--- config.mk ---
export PLATFORM = sky130hd
export DESIGN_NAME = debiased_modulo_range_reducer_core
export DESIGN_NICKNAME = d
export VERILOG_FILES = /design/src/rtl/dmrr_pkg.sv /design/src/rtl/dmrr_fifo.sv /design/src/rtl/dmrr_front.sv /design/src/rtl/dmrr_back.sv /design/src/rtl/debiased_modulo_range_reducer_core.sv
export SDC_FILE = /design/constraint.sdc
export NUM_CORES = 1
export LEC_CHECK = 0
export ABC_AREA = 1
export BUFFER_PORTS_ARGS = -buffer_cell sky130_fd_sc_hd__buf_2
export CAP_MARGIN = 20
export CORE_MARGIN = 2
export CORE_UTILIZATION = 52
export CTS_CLUSTER_DIAMETER = 150
export DETAILED_ROUTE_END_ITERATION = 8
export PLACE_DENSITY = 0.73
export SETUP_SLACK_MARGIN = 0.1
export SLEW_MARGIN = 40
export SYNTH_ARGS = -nofsm -noshare
export SYNTH_HDL_FRONTEND = slang
export SYNTH_SLANG_ARGS = --single-unit
--- constraint.sdc ---
create_clock -name clk -period 2.9 [get_ports clk]
set_input_delay 0.145 -clock clk [delete_from_list [all_inputs] [get_ports clk]]
set_output_delay 0.145 -clock clk [all_outputs]
set_load 0.05 [all_outputs]
--- src/rtl/dmrr_pkg.sv ---
`default_nettype none

package dmrr_pkg;

  // Default word width of the random source and of every register.
  localparam int WORD_BITS_DEFAULT = 32;

  // Entries in the queue between the front and the back part.
  localparam int QUEUE_DEPTH_DEFAULT = 2;

  // Configuration register indexes.
  localparam int CFG_INDEX_BITS = 1;
  localparam logic [CFG_INDEX_BITS-1:0] REG_RANGE_LIMIT  = 1'b0;
  localparam logic [CFG_INDEX_BITS-1:0] REG_SAMPLE_COUNT = 1'b1;

  // Sequencer of the back part.
  typedef enum logic [1:0] {
    B_IDLE,
    B_DIV,
    B_OUT
  } back_state_t;

endpackage

`default_nettype wire

--- src/rtl/dmrr_fifo.sv ---
`default_nettype none

module dmrr_fifo #(
  parameter int WIDTH = dmrr_pkg::WORD_BITS_DEFAULT,
  parameter int DEPTH = dmrr_pkg::QUEUE_DEPTH_DEFAULT
) (
  input  wire logic             clk,
  input  wire logic             rst,
  input  wire logic             push,
  input  wire logic [WIDTH-1:0] push_data,
  input  wire logic             pop,
  output logic                  not_empty,
  output logic                  full,
  output logic [WIDTH-1:0]      pop_data
);

  localparam int PTR_BITS = (DEPTH > 1) ? $clog2(DEPTH) : 1;
  localparam int CNT_BITS = $clog2(DEPTH + 1);

  logic [WIDTH-1:0]    mem [DEPTH];
  logic [PTR_BITS-1:0] wr_ptr;
  logic [PTR_BITS-1:0] rd_ptr;
  logic [CNT_BITS-1:0] count;

  assign not_empty = (count != '0);
  assign full      = (count == CNT_BITS'(DEPTH));
  assign pop_data  = mem[rd_ptr];

  always_ff @(posedge clk) begin
    if (push) begin
      mem[wr_ptr] <= push_data;
    end
  end

  always_ff @(posedge clk) begin
    if (rst) begin
      wr_ptr <= '0;
      rd_ptr <= '0;
      count  <= '0;
    end else begin
      if (push) begin
        wr_ptr <= (wr_ptr == PTR_BITS'(DEPTH - 1)) ? '0 : wr_ptr + 1'b1;
      end
      if (pop) begin
        rd_ptr <= (rd_ptr == PTR_BITS'(DEPTH - 1)) ? '0 : rd_ptr + 1'b1;
      end
      if (push && !pop) begin
        count <= count + 1'b1;
      end else if (pop && !push) begin
        count <= count - 1'b1;
      end
    end
  end

endmodule

`default_nettype wire

--- src/rtl/dmrr_front.sv ---
`default_nettype none

module dmrr_front #(
  parameter int WORD_BITS = dmrr_pkg::WORD_BITS_DEFAULT
) (
  input  wire logic                 clk,
  input  wire logic                 rst,
  input  wire logic                 s_tvalid,
  output logic                      s_tready,
  input  wire logic [WORD_BITS-1:0] raw_word,
  input  wire logic                 range_written,
  input  wire logic                 thr_done,
  input  wire logic [WORD_BITS-1:0] thr_rem,
  output logic                      thr_req,
  input  wire logic                 q_full,
  output logic                      q_push
);

  logic [WORD_BITS-1:0] reject_threshold;
  logic                 thr_pending;

  // Nothing is taken while a new threshold is still being worked out.
  assign s_tready = !thr_pending && !q_full;
  assign q_push   = s_tvalid && s_tready && (raw_word < reject_threshold);
  assign thr_req  = thr_pending;

  always_ff @(posedge clk) begin
    if (rst) begin
      reject_threshold <= '1;
      thr_pending      <= 1'b0;
    end else begin
      if (range_written) begin
        thr_pending <= 1'b1;
      end else if (thr_done) begin
        thr_pending      <= 1'b0;
        reject_threshold <= '1 - thr_rem;
      end
    end
  end

endmodule

`default_nettype wire

--- src/rtl/dmrr_back.sv ---
`default_nettype none

module dmrr_back #(
  parameter int WORD_BITS = dmrr_pkg::WORD_BITS_DEFAULT
) (
  input  wire logic                 clk,
  input  wire logic                 rst,
  input  wire logic                 q_valid,
  input  wire logic [WORD_BITS-1:0] q_data,
  output logic                      q_pop,
  input  wire logic                 thr_req,
  output logic                      thr_done,
  output logic [WORD_BITS-1:0]      thr_rem,
  input  wire logic [WORD_BITS-1:0] range_limit,
  input  wire logic [WORD_BITS-1:0] sample_count,
  output logic                      m_tvalid,
  input  wire logic                 m_tready,
  output logic [WORD_BITS-1:0]      m_value,
  output logic                      m_last
);

  localparam int CNT_BITS = $clog2(WORD_BITS);

  dmrr_pkg::back_state_t state, state_next;

  logic [WORD_BITS-1:0] dividend;
  logic [WORD_BITS-1:0] rem;
  logic [CNT_BITS-1:0]  cnt;
  logic                 thr_mode;
  logic [WORD_BITS-1:0] accepted_total;
  logic                 sample_done;

  logic [WORD_BITS:0]   rem_shift;
  logic [WORD_BITS+1:0] trial;
  logic [WORD_BITS-1:0] rem_step;
  logic                 last_step;
  logic [WORD_BITS-1:0] total_inc;
  logic                 last_hit;
  logic                 load_thr;
  logic                 load_word;
  logic                 out_load;

  // One restoring remainder step: bring in the next dividend bit, subtract if it fits.
  assign rem_shift = {rem, dividend[WORD_BITS-1]};
  assign trial     = {1'b0, rem_shift} - {2'b00, range_limit};
  assign rem_step  = trial[WORD_BITS+1] ? rem_shift[WORD_BITS-1:0] : trial[WORD_BITS-1:0];
  assign last_step = (cnt == CNT_BITS'(WORD_BITS - 1));
  assign thr_rem   = rem_step;
  assign total_inc = accepted_total + 1'b1;
  assign last_hit  = (total_inc == sample_count);

  always_ff @(posedge clk) begin
    if (rst) begin
      state <= dmrr_pkg::B_IDLE;
    end else begin
      state <= state_next;
    end
  end

  always_comb begin
    state_next = state;
    q_pop      = 1'b0;
    load_thr   = 1'b0;
    load_word  = 1'b0;
    thr_done   = 1'b0;
    out_load   = 1'b0;
    case (state)
      dmrr_pkg::B_IDLE: begin
        if (thr_req) begin
          load_thr   = 1'b1;
          state_next = dmrr_pkg::B_DIV;
        end else if (q_valid) begin
          q_pop = 1'b1;
          // Once the sample is complete, queued words are dropped.
          if (!sample_done) begin
            load_word  = 1'b1;
            state_next = dmrr_pkg::B_DIV;
          end
        end
      end
      dmrr_pkg::B_DIV: begin
        if (last_step) begin
          if (thr_mode) begin
            thr_done   = 1'b1;
            state_next = dmrr_pkg::B_IDLE;
          end else begin
            state_next = dmrr_pkg::B_OUT;
          end
        end
      end
      dmrr_pkg::B_OUT: begin
        if (!m_tvalid || m_tready) begin
          out_load   = 1'b1;
          state_next = dmrr_pkg::B_IDLE;
        end
      end
      default: begin
        state_next = dmrr_pkg::B_IDLE;
      end
    endcase
  end

  always_ff @(posedge clk) begin
    if (load_thr) begin
      dividend <= '1;
      rem      <= '0;
      cnt      <= '0;
      thr_mode <= 1'b1;
    end else if (load_word) begin
      dividend <= q_data;
      rem      <= '0;
      cnt      <= '0;
      thr_mode <= 1'b0;
    end else if (state == dmrr_pkg::B_DIV) begin
      dividend <= {dividend[WORD_BITS-2:0], 1'b0};
      rem      <= rem_step;
      cnt      <= cnt + 1'b1;
    end
    if (out_load) begin
      m_value <= rem;
      m_last  <= last_hit;
    end
  end

  always_ff @(posedge clk) begin
    if (rst) begin
      accepted_total <= '0;
      sample_done    <= 1'b0;
      m_tvalid       <= 1'b0;
    end else begin
      if (out_load) begin
        accepted_total <= total_inc;
        m_tvalid       <= 1'b1;
        if (last_hit) begin
          sample_done <= 1'b1;
        end
      end else if (m_tready) begin
        m_tvalid <= 1'b0;
      end
    end
  end

  a_done_sticky: assert property (@(posedge clk) disable iff (rst) !$fell(sample_done))
    else $error("sample_done cleared without reset");

  a_last_marks_done: assert property (@(posedge clk) disable iff (rst)
    (m_tvalid && m_last) |-> sample_done)
    else $error("last result shown but sample not complete");

  a_value_in_range: assert property (@(posedge clk) disable iff (rst)
    out_load |=> (m_value < range_limit))
    else $error("reduced value not below range_limit");

endmodule

`default_nettype wire

--- src/rtl/debiased_modulo_range_reducer_core.sv ---
`default_nettype none

// Debiased modulo range reducer.
// Raw random words arrive on the s_* stream; each request is compared with the
// rejection threshold and either dropped or queued. Queued words are reduced
// to 0..range_limit-1 by a one-bit-per-cycle restoring remainder unit and
// leave on the m_* stream, with tlast set on the result that completes the
// configured sample count. After that result every word is taken and ignored
// until reset.
// A queued word is fetched, goes through WORD_BITS remainder steps and is then
// loaded into the output register. That shared remainder unit works on one
// word at a time and fetches the next only once the last result is loaded;
// rejected words are dropped at the input and never reach the queue.
// Writing range_limit starts a threshold calculation on the same unit, and the
// input is held off until it is done.
// Reset sets both registers to one, the threshold to all ones, clears the
// count and empties the queue; no clearing pass is needed.
// When the receiver stalls, the result waits in the output register, the back
// part stops, and the queue keeps accepting until it is full.
module debiased_modulo_range_reducer_core #(
  parameter int WORD_BITS   = dmrr_pkg::WORD_BITS_DEFAULT,
  parameter int QUEUE_DEPTH = dmrr_pkg::QUEUE_DEPTH_DEFAULT
) (
  input  wire logic                                  clk,
  input  wire logic                                  rst,
  input  wire logic                                  s_tvalid,
  output logic                                       s_tready,
  // raw_word
  input  wire logic [((WORD_BITS + 7) / 8) * 8 - 1:0] s_tdata,
  output logic                                       m_tvalid,
  input  wire logic                                  m_tready,
  // reduced_value
  output logic [((WORD_BITS + 7) / 8) * 8 - 1:0]      m_tdata,
  // last_of_sample
  output logic                                       m_tlast,
  input  wire logic                                  cfg_we,
  input  wire logic [dmrr_pkg::CFG_INDEX_BITS-1:0]   cfg_index,
  input  wire logic [WORD_BITS-1:0]                  cfg_data
);

  localparam int TDATA_BITS = ((WORD_BITS + 7) / 8) * 8;

  logic [WORD_BITS-1:0] range_limit;
  logic [WORD_BITS-1:0] sample_count;
  logic                 range_written;

  logic                 thr_req;
  logic                 thr_done;
  logic [WORD_BITS-1:0] thr_rem;
  logic                 q_push;
  logic                 q_pop;
  logic                 q_valid;
  logic                 q_full;
  logic [WORD_BITS-1:0] q_data;
  logic [WORD_BITS-1:0] m_value;

  // Configuration registers. A new range triggers a fresh threshold.
  assign range_written = cfg_we && (cfg_index == dmrr_pkg::REG_RANGE_LIMIT);

  always_ff @(posedge clk) begin
    if (rst) begin
      range_limit  <= WORD_BITS'(1);
      sample_count <= WORD_BITS'(1);
    end else if (cfg_we) begin
      case (cfg_index)
        dmrr_pkg::REG_RANGE_LIMIT:  range_limit  <= cfg_data;
        dmrr_pkg::REG_SAMPLE_COUNT: sample_count <= cfg_data;
        default: begin
        end
      endcase
    end
  end

  // Front part: takes requests and drops words at or above the threshold.
  dmrr_front #(
    .WORD_BITS(WORD_BITS)
  ) u_front (
    .clk          (clk),
    .rst          (rst),
    .s_tvalid     (s_tvalid),
    .s_tready     (s_tready),
    .raw_word     (s_tdata[WORD_BITS-1:0]),
    .range_written(range_written),
    .thr_done     (thr_done),
    .thr_rem      (thr_rem),
    .thr_req      (thr_req),
    .q_full       (q_full),
    .q_push       (q_push)
  );

  // Short queue of accepted words between the two parts.
  dmrr_fifo #(
    .WIDTH(WORD_BITS),
    .DEPTH(QUEUE_DEPTH)
  ) u_queue (
    .clk      (clk),
    .rst      (rst),
    .push     (q_push),
    .push_data(s_tdata[WORD_BITS-1:0]),
    .pop      (q_pop),
    .not_empty(q_valid),
    .full     (q_full),
    .pop_data (q_data)
  );

  // Back part: remainder unit, result count and output register.
  dmrr_back #(
    .WORD_BITS(WORD_BITS)
  ) u_back (
    .clk         (clk),
    .rst         (rst),
    .q_valid     (q_valid),
    .q_data      (q_data),
    .q_pop       (q_pop),
    .thr_req     (thr_req),
    .thr_done    (thr_done),
    .thr_rem     (thr_rem),
    .range_limit (range_limit),
    .sample_count(sample_count),
    .m_tvalid    (m_tvalid),
    .m_tready    (m_tready),
    .m_value     (m_value),
    .m_last      (m_tlast)
  );

  assign m_tdata = TDATA_BITS'(m_value);

endmodule

`default_nettype wire

==> impl_metrics.csv, run 1 <==
group,metric,value,unit
sta,finalSetupViolCount,0,
sta,slew_headroom,45.3,%
routing,viasPerCell,5.36,
setup_path,worstPathArrival,3.07,ns
setup_path,worst-setup-path-type,"reg -> reg",
yosys,yosys-top-cells-count,"nand2_1 (470), inv_1 (283), dfxtp_1 (208)",
setup_path,r2r_slack,0.23,ns
cells_and_area,diodes,0,
clock_tree,clkSlewWorstSetupHoldPaths,0.06,ns
grt,grt_max_degree,89,
sta,max_freq,375,MHz
routing,avgRoutedWirePerCell,16.7,um
setup_path,cp_top_family,"simple AND/OR/NAND/NOR gates",
yosys,avgSynthCellArea,7.84,sq um
yosys,async_reset_ff_share,0,%
yosys,syn_area,15500,sq um
yosys,synth-edff-count,97,
yosys,synth_top_area_share,26.8,%
floorplanning,dieArea,31300,sq um
routing,drtIter0Drc,1156,
sta,worstMarginPinSlew,0.820,ns
setup_path,reg2reg_depth,15,
setup_path,slowest_delay,0.42,ns
sta,whs,0.00156,ns
grt,antenna_found_initial,0,
power_and_ir_drop,leakagePower,8.25,nW
hold_path,min_to,"range_limit[0]",
clock_tree,cts_buffer_depth,3,
power_and_ir_drop,power_density,914,nW/um^2
routing,drc,0,
yosys,synth_ff_type,"dfxtp_1",
yosys,synth.distinct_cells,50,
sta,period_needed,2.67,ns
clock_tree,cts_num_sinks,305,
setup_path,reg2reg_from,"u_back.dividend[31]",
power_and_ir_drop,peakVddDrop,0.000469,V
floorplanning,fp.coreArea,29600,sq um
grt,gr-usage-all-layers,27.2,%
routing,drt-total-wl,42600,um
placement,hpwl,30700,um
grt,grt_pass1_vias,12960,
clock_tree,cts_buffers,34,
cells_and_area,fin_nets,2281,
setup_path,worstPathCellList,"inv_1 > ha_1 > fa_1 > o21ai_2 > nand3_1 > nand2_1 > nand2_1 > nand2_1 > nand3_1 > nand2_1 > nand2_1 > nand3_1 > nand2_1 > o21ai_0 > inv_1",
outcome,status,"finished clean",
hold_path,min_from,"cfg_index",
yosys,ys_warn_count,0,
placement,place_congestion,1.00,
yosys,synth-seq-cells,305,
yosys,yosysTopAreaCell,"dfxtp_1",
placement,port_buffers,104,
placement,pre_cts_ws,0.114,ns
run,cap_violations,0,
routing,firstDrtPassIters,6,
hold_path,min_path_type,"in -> reg",
yosys,syn_inst,1983,
yosys,synth_fp_nets,2121,
clock_tree,cts_tree,"yes",
sta,clock_skew,0.0173,ns
grt,grt_pass1_wl,67100,um
clock_tree,clk_latency,0.53,ns
setup_path,slowest_stage,"fa_1",
cells_and_area,syn_to_final_growth,17.1,%
sta,drv_slew,0,
setup_path,critical_path.reg2reg.endpoint,"u_back.rem[26]",
floorplanning,io_pins,105,
grt,grt_overflow,0,
setup_path,crit_path_max_fanout,3,
floorplanning,rows,63,
routing,num_vias,13722,
sta,post-route-period-util,92.1,%
cells_and_area,drive_above_1_share,10.1,%
sta,hold_viol,0,
setup_path,crit_required,3.30,ns
hold_path,worstHoldPathCells,4,
floorplanning,die_y,177,um
sta,rsz0062_at_grt,"no",
clock_tree,cts-root-buf,"clkbuf_16",
clock_tree,cts_max_level,2,
floorplanning,die_w,177,um
setup_path,cp-end-kind,"flip-flop",
setup_path,cp-start-kind,"flip-flop",
sta,fin_ws,0.230,ns
yosys,seq_area_frac_synth,45.5,%
setup_path,crit_buf_inv,2,
floorplanning,initial_core_util,52.6,%
yosys,yosysMostFrequentCell,"nand2_1",
routing,postRouteAntennaNets,0,
yosys,synth_area_leaders,"dfxtp_1 (27%), edfxtp_1 (19%), nand2_1 (11%)",
setup_path,critPathMostFrequentCell,"nand2_1",
stage by stage:
step                      setup TNS, ns  power, mW  instances  cell area (sq um)  util [%]
after global placement                0       12.2       2434              16500      55.8
after global routing                  0       17.7       2559              18200      61.6
after CTS                             0       16.5       2558              18200      61.5
final                                 0       16.6       2559              18200      61.6
after floorplan                   -7.71       10.5       1983              15500         -
after detailed placement              0       12.3       2434              16500      55.8
power breakdown:
part	switching [mW]	internal [mW]
Clock	1.76	2.36
Sequential	0.566	5.21
Combinational	4.37	2.37
tightest hold or removal path, cell delays in order:
cell,delay (ns)
buf_2,0.09
nor2_1,0.06
nand2_1,0.10
nand3_1,0.08
how the worst max path moves through the flow:
| stage | cells past startpoint | endpoint | from |
|---|---|---|---|
| 2_1_floorplan | 6 | u_queue.mem[1][0] | u_queue.count[0] |
| 3_3_place_gp | 15 | u_back.rem[28] | u_back.dividend[31] |
| 3_5_place_dp | 15 | u_back.rem[28] | u_back.dividend[31] |
| 4_1_cts | 15 | u_back.rem[28] | u_back.dividend[31] |
| 5_1_grt | 15 | u_queue.count[1] | u_front.reject_threshold[31] |
| 6_report | 15 | u_back.rem[26] | u_back.dividend[31] |
state kept, by name (all words and copies together), names as in the netlist, 2 cells and up, named ones only:
name and cells:
u_queue.count 2, u_back.dividend 32, u_back.rem 32, u_back.state 2, u_back.cnt 5, u_back.m_value 32, u_queue.mem 64, sample_count 32
u_front.reject_threshold 32, u_back.accepted_total 32, range_limit 32
timing repair:
action                     CTS  global route
setup endpoints to repair    2            12
setup buffers                0             1
hold endpoints to repair   112             0
pin swaps                    0             0
resized for setup            1             5
hold buffers                62             0
cell type report:
cell class,instances,area (sq um)
clock buffers,47,930
clock inverters,15,129
fillers,2539,11400
inverters,286,1070
multi-input cells,1324,7120
flip-flops and latches,305,7080
well taps,390,488
repair buffers,192,1380
layer usage:
layer	track usage, %	vias to the layer above	share of wire, %
met5	0	-	0
met4	9.92	0	3.4
met3	3.14	95	5.5
met2	46.3	453	47
met1	35.8	6316	44
li1	-	6858	-
layout by cell type (no fill, tap or decap), types with 22 or more instances in the layout:
cell type	netlist	routed
nand2_1	470	470
inv_1	283	281
dfxtp_1	208	206
nor2_1	168	165
a21oi_1	141	141
o21ai_0	130	128
buf_2	2	104
edfxtp_1	97	97
nand3_1	84	84
ha_1	67	67
dlygate4sd3_1	0	62
o21ai_1	39	39
clkbuf_16	0	34
o2111ai_1	33	33
mux2i_1	31	31
buf_4	3	22
logic make-up after synthesis:
logic type	after synthesis	share of synthesized area [%]
AOI/OAI and AO/OA	400	14.6
buffers and inverters	354	8.74
xor gates and xnor gates	37	2.44
DFF	305	45.5
adders and majority gates	68	5.52
muxes	31	2.00
and+or+nand+nor	788	21.2
(Power assumes the default switching activity.)
==> inputs of run 2 (changes only) <==
==> constraint.sdc (replaced) <==
create_clock -name clk -period 2.4 [get_ports clk]
set_input_delay 0.12 -clock clk [delete_from_list [all_inputs] [get_ports clk]]
set_output_delay 0.12 -clock clk [all_outputs]
set_load 0.05 [all_outputs]
==> run 2 against run 1 <==
Non-clock buffer count up 125. Design area up 16%. Total power up 52%. Sequential share of layout area down 5.2 points. First-iteration DRC count down 10%. Utilization up 10 points. Cell count up 4.9%. Die area unchanged. Clock skew up 0.0043 ns. Global-route usage up 1.5 points. Critical path depth unchanged. Clock power up 23%. Critical path type unchanged. Critical endpoint is now u_queue.count[1]. Largest cell class unchanged. Largest power group unchanged.
==> impl_metrics.csv, run 2 (synthesis results as in run 1) <==
group,metric,value,unit
outcome,status,"finished clean",
clock_tree,cts-root-buf,"clkbuf_16",
routing,avgRoutedWirePerCell,18.3,um
floorplanning,io_pins,105,
clock_tree,cts_num_sinks,305,
sta,rsz0062_at_grt,"yes",
routing,postRouteAntennaNets,0,
sta,hold_viol,0,
placement,hpwl,32000,um
grt,grt_overflow,0,
cells_and_area,largest_register_ffs,64,
clock_tree,cts_tree,"yes",
placement,port_buffers,104,
floorplanning,dieArea,31300,sq um
floorplanning,die_y,177,um
clock_tree,cts_buffers,34,
cells_and_area,regMostFlops,"u_queue.mem",
grt,antenna_found_initial,1,
cells_and_area,diodes,0,
floorplanning,fp.coreArea,29600,sq um
power_and_ir_drop,peakVddDrop,0.000851,V
grt,grt_max_degree,65,
setup_path,cp-start-kind,"flip-flop",
floorplanning,initial_core_util,52.6,%
clock_tree,clkSlewWorstSetupHoldPaths,0.06,ns
setup_path,crit_required,2.82,ns
routing,drt-total-wl,49200,um
grt,grt_pass1_wl,71100,um
routing,drc,0,
clock_tree,cts_max_level,2,
floorplanning,rows,63,
cells_and_area,layout_common_cells,"nand2_1 (392), inv_1 (258), dfxtp_1 (170), nor2_1 (140), buf_4 (115)",
sta,drv_slew,0,
floorplanning,die_w,177,um
clock_tree,cts_buffer_depth,3,
sta,worstMarginPinSlew,0.601,ns
placement,place_congestion,0.953,
sta,post-route-period-util,97.9,%
setup_path,crit_buf_inv,3,
clock_tree,clk_latency,0.53,ns
setup_path,worstPathCellList,"inv_2 > ha_4 > nand2_4 > inv_2 > nand3_2 > or3_4 > nor4_4 > nand2_1 > nand3b_1 > inv_2 > ha_4 > a21oi_4 > o21ai_2 > o21ai_1 > a21oi_1",
setup_path,slowest_stage,"or3_4",
grt,gr-usage-all-layers,28.7,%
power_and_ir_drop,power_density,1190,nW/um^2
setup_path,cp-end-kind,"flip-flop",
sta,finalSetupViolCount,0,
cells_and_area,drive_above_1_share,28.5,%
sta,period_needed,2.35,ns
setup_path,slowest_delay,0.36,ns
routing,firstDrtPassIters,8,
sta,max_freq,426,MHz
cells_and_area,syn_to_final_growth,36.2,%
sta,clock_skew,0.0216,ns
setup_path,crit_cells,15,
routing,num_vias,14993,
setup_path,worstPathArrival,2.77,ns
cells_and_area,fin_nets,2407,
power_and_ir_drop,leakagePower,9.27,nW
run,cap_violations,0,
setup_path,cp_top_family,"simple AND/OR/NAND/NOR gates",
sta,whs,0.0361,ns
setup_path,worst-setup-path-type,"reg -> reg",
hold_path,min_path_type,"in -> reg",
routing,viasPerCell,5.58,
grt,grt_pass1_vias,13956,
hold_path,worstHoldPathCells,3,
routing,drtIter0Drc,1036,
cells_and_area,final_util,71.6,%
sta,slew_headroom,59.9,%
setup_path,reg2reg_depth,15,
setup_path,critPathMostFrequentCell,"inv_2",
cells_and_area,mostFrequentLayoutCell,"nand2_1",
setup_path,crit_path_max_fanout,2,
[run 2: power by group]
part | internal (mW) | total, mW | switching (mW) | leakage [nW]
registers | 6.33 | 7.05 | 0.718 | 2.61
logic | 5.53 | 13.1 | 7.58 | 6.12
clock network | 2.93 | 5.07 | 2.14 | 0.534
total | 14.8 | 25.2 | 10.4 | 9.27
[run 2: timing repair]
item / 4_1_cts / 5_1_grt
gates resized for setup: 65 / 374
pin swaps: 15 / 102
endpoints found under the setup margin: 116 / 133
hold buffers: 65 / 0
hold endpoints to repair: 118 / 0
gates cloned: 2 / 9
setup buffers: 11 / 38
[run 2: area by class of cell]
cell class	count	area [sq um]
Clock inverter	14	114
Multi-Input combinational cell	1325	8780
Inverter	286	1090
Timing Repair Buffer	317	2590
Fill cell	2128	8390
Sequential cell	305	7130
Tap cell	390	488
Clock buffer	48	963
[run 2: worst paths after layout]
path | start | end | slack [ns]
worst max-delay path | u_front.reject_threshold[31] | u_queue.count[1] | 0.05
worst min-delay path | cfg_data[27] | range_limit[27] | 0.04
worst max register to register | u_front.reject_threshold[31] | u_queue.count[1] | 0.05
worst min register to register | sample_count[16] | sample_count[16] | 0.47
[run 2: stage by stage]
| stage | total power, mW | instance area (sq um) | setup WS [ns] | std cells | TNS, ns |
|---|---|---|---|---|---|
| after floorplan | 12.8 | 15600 | 0.0200 | 1983 | 0 |
| after global placement | 15.4 | 17100 | -0.188 | 2498 | -0.747 |
| after detailed placement | 15.5 | 17100 | -0.159 | 2498 | -0.874 |
| after CTS | 21.0 | 19200 | 0.0612 | 2638 | 0 |
| after global routing | 26.4 | 21200 | -0.0601 | 2685 | -0.750 |
| final | 25.2 | 21200 | 0.0500 | 2685 | 0 |
[run 2: routing by layer]
metal	part of all wire (%)	GRT usage, %
met4	4.6	10.5
met5	0	0
met2	49	49.3
met1	40	37.0
met3	6.3	3.76
[run 2: worst register-to-register path, cell delays in order, from the launching register on]
cell,delay [ns]
dfxtp_2,0.33
inv_2,0.05
ha_4,0.29
nand2_4,0.05
inv_2,0.05
nand3_2,0.07
or3_4,0.36
nor4_4,0.14
nand2_1,0.08
nand3b_1,0.14
inv_2,0.06
ha_4,0.25
a21oi_4,0.11
o21ai_2,0.08
o21ai_1,0.13
a21oi_1,0.05
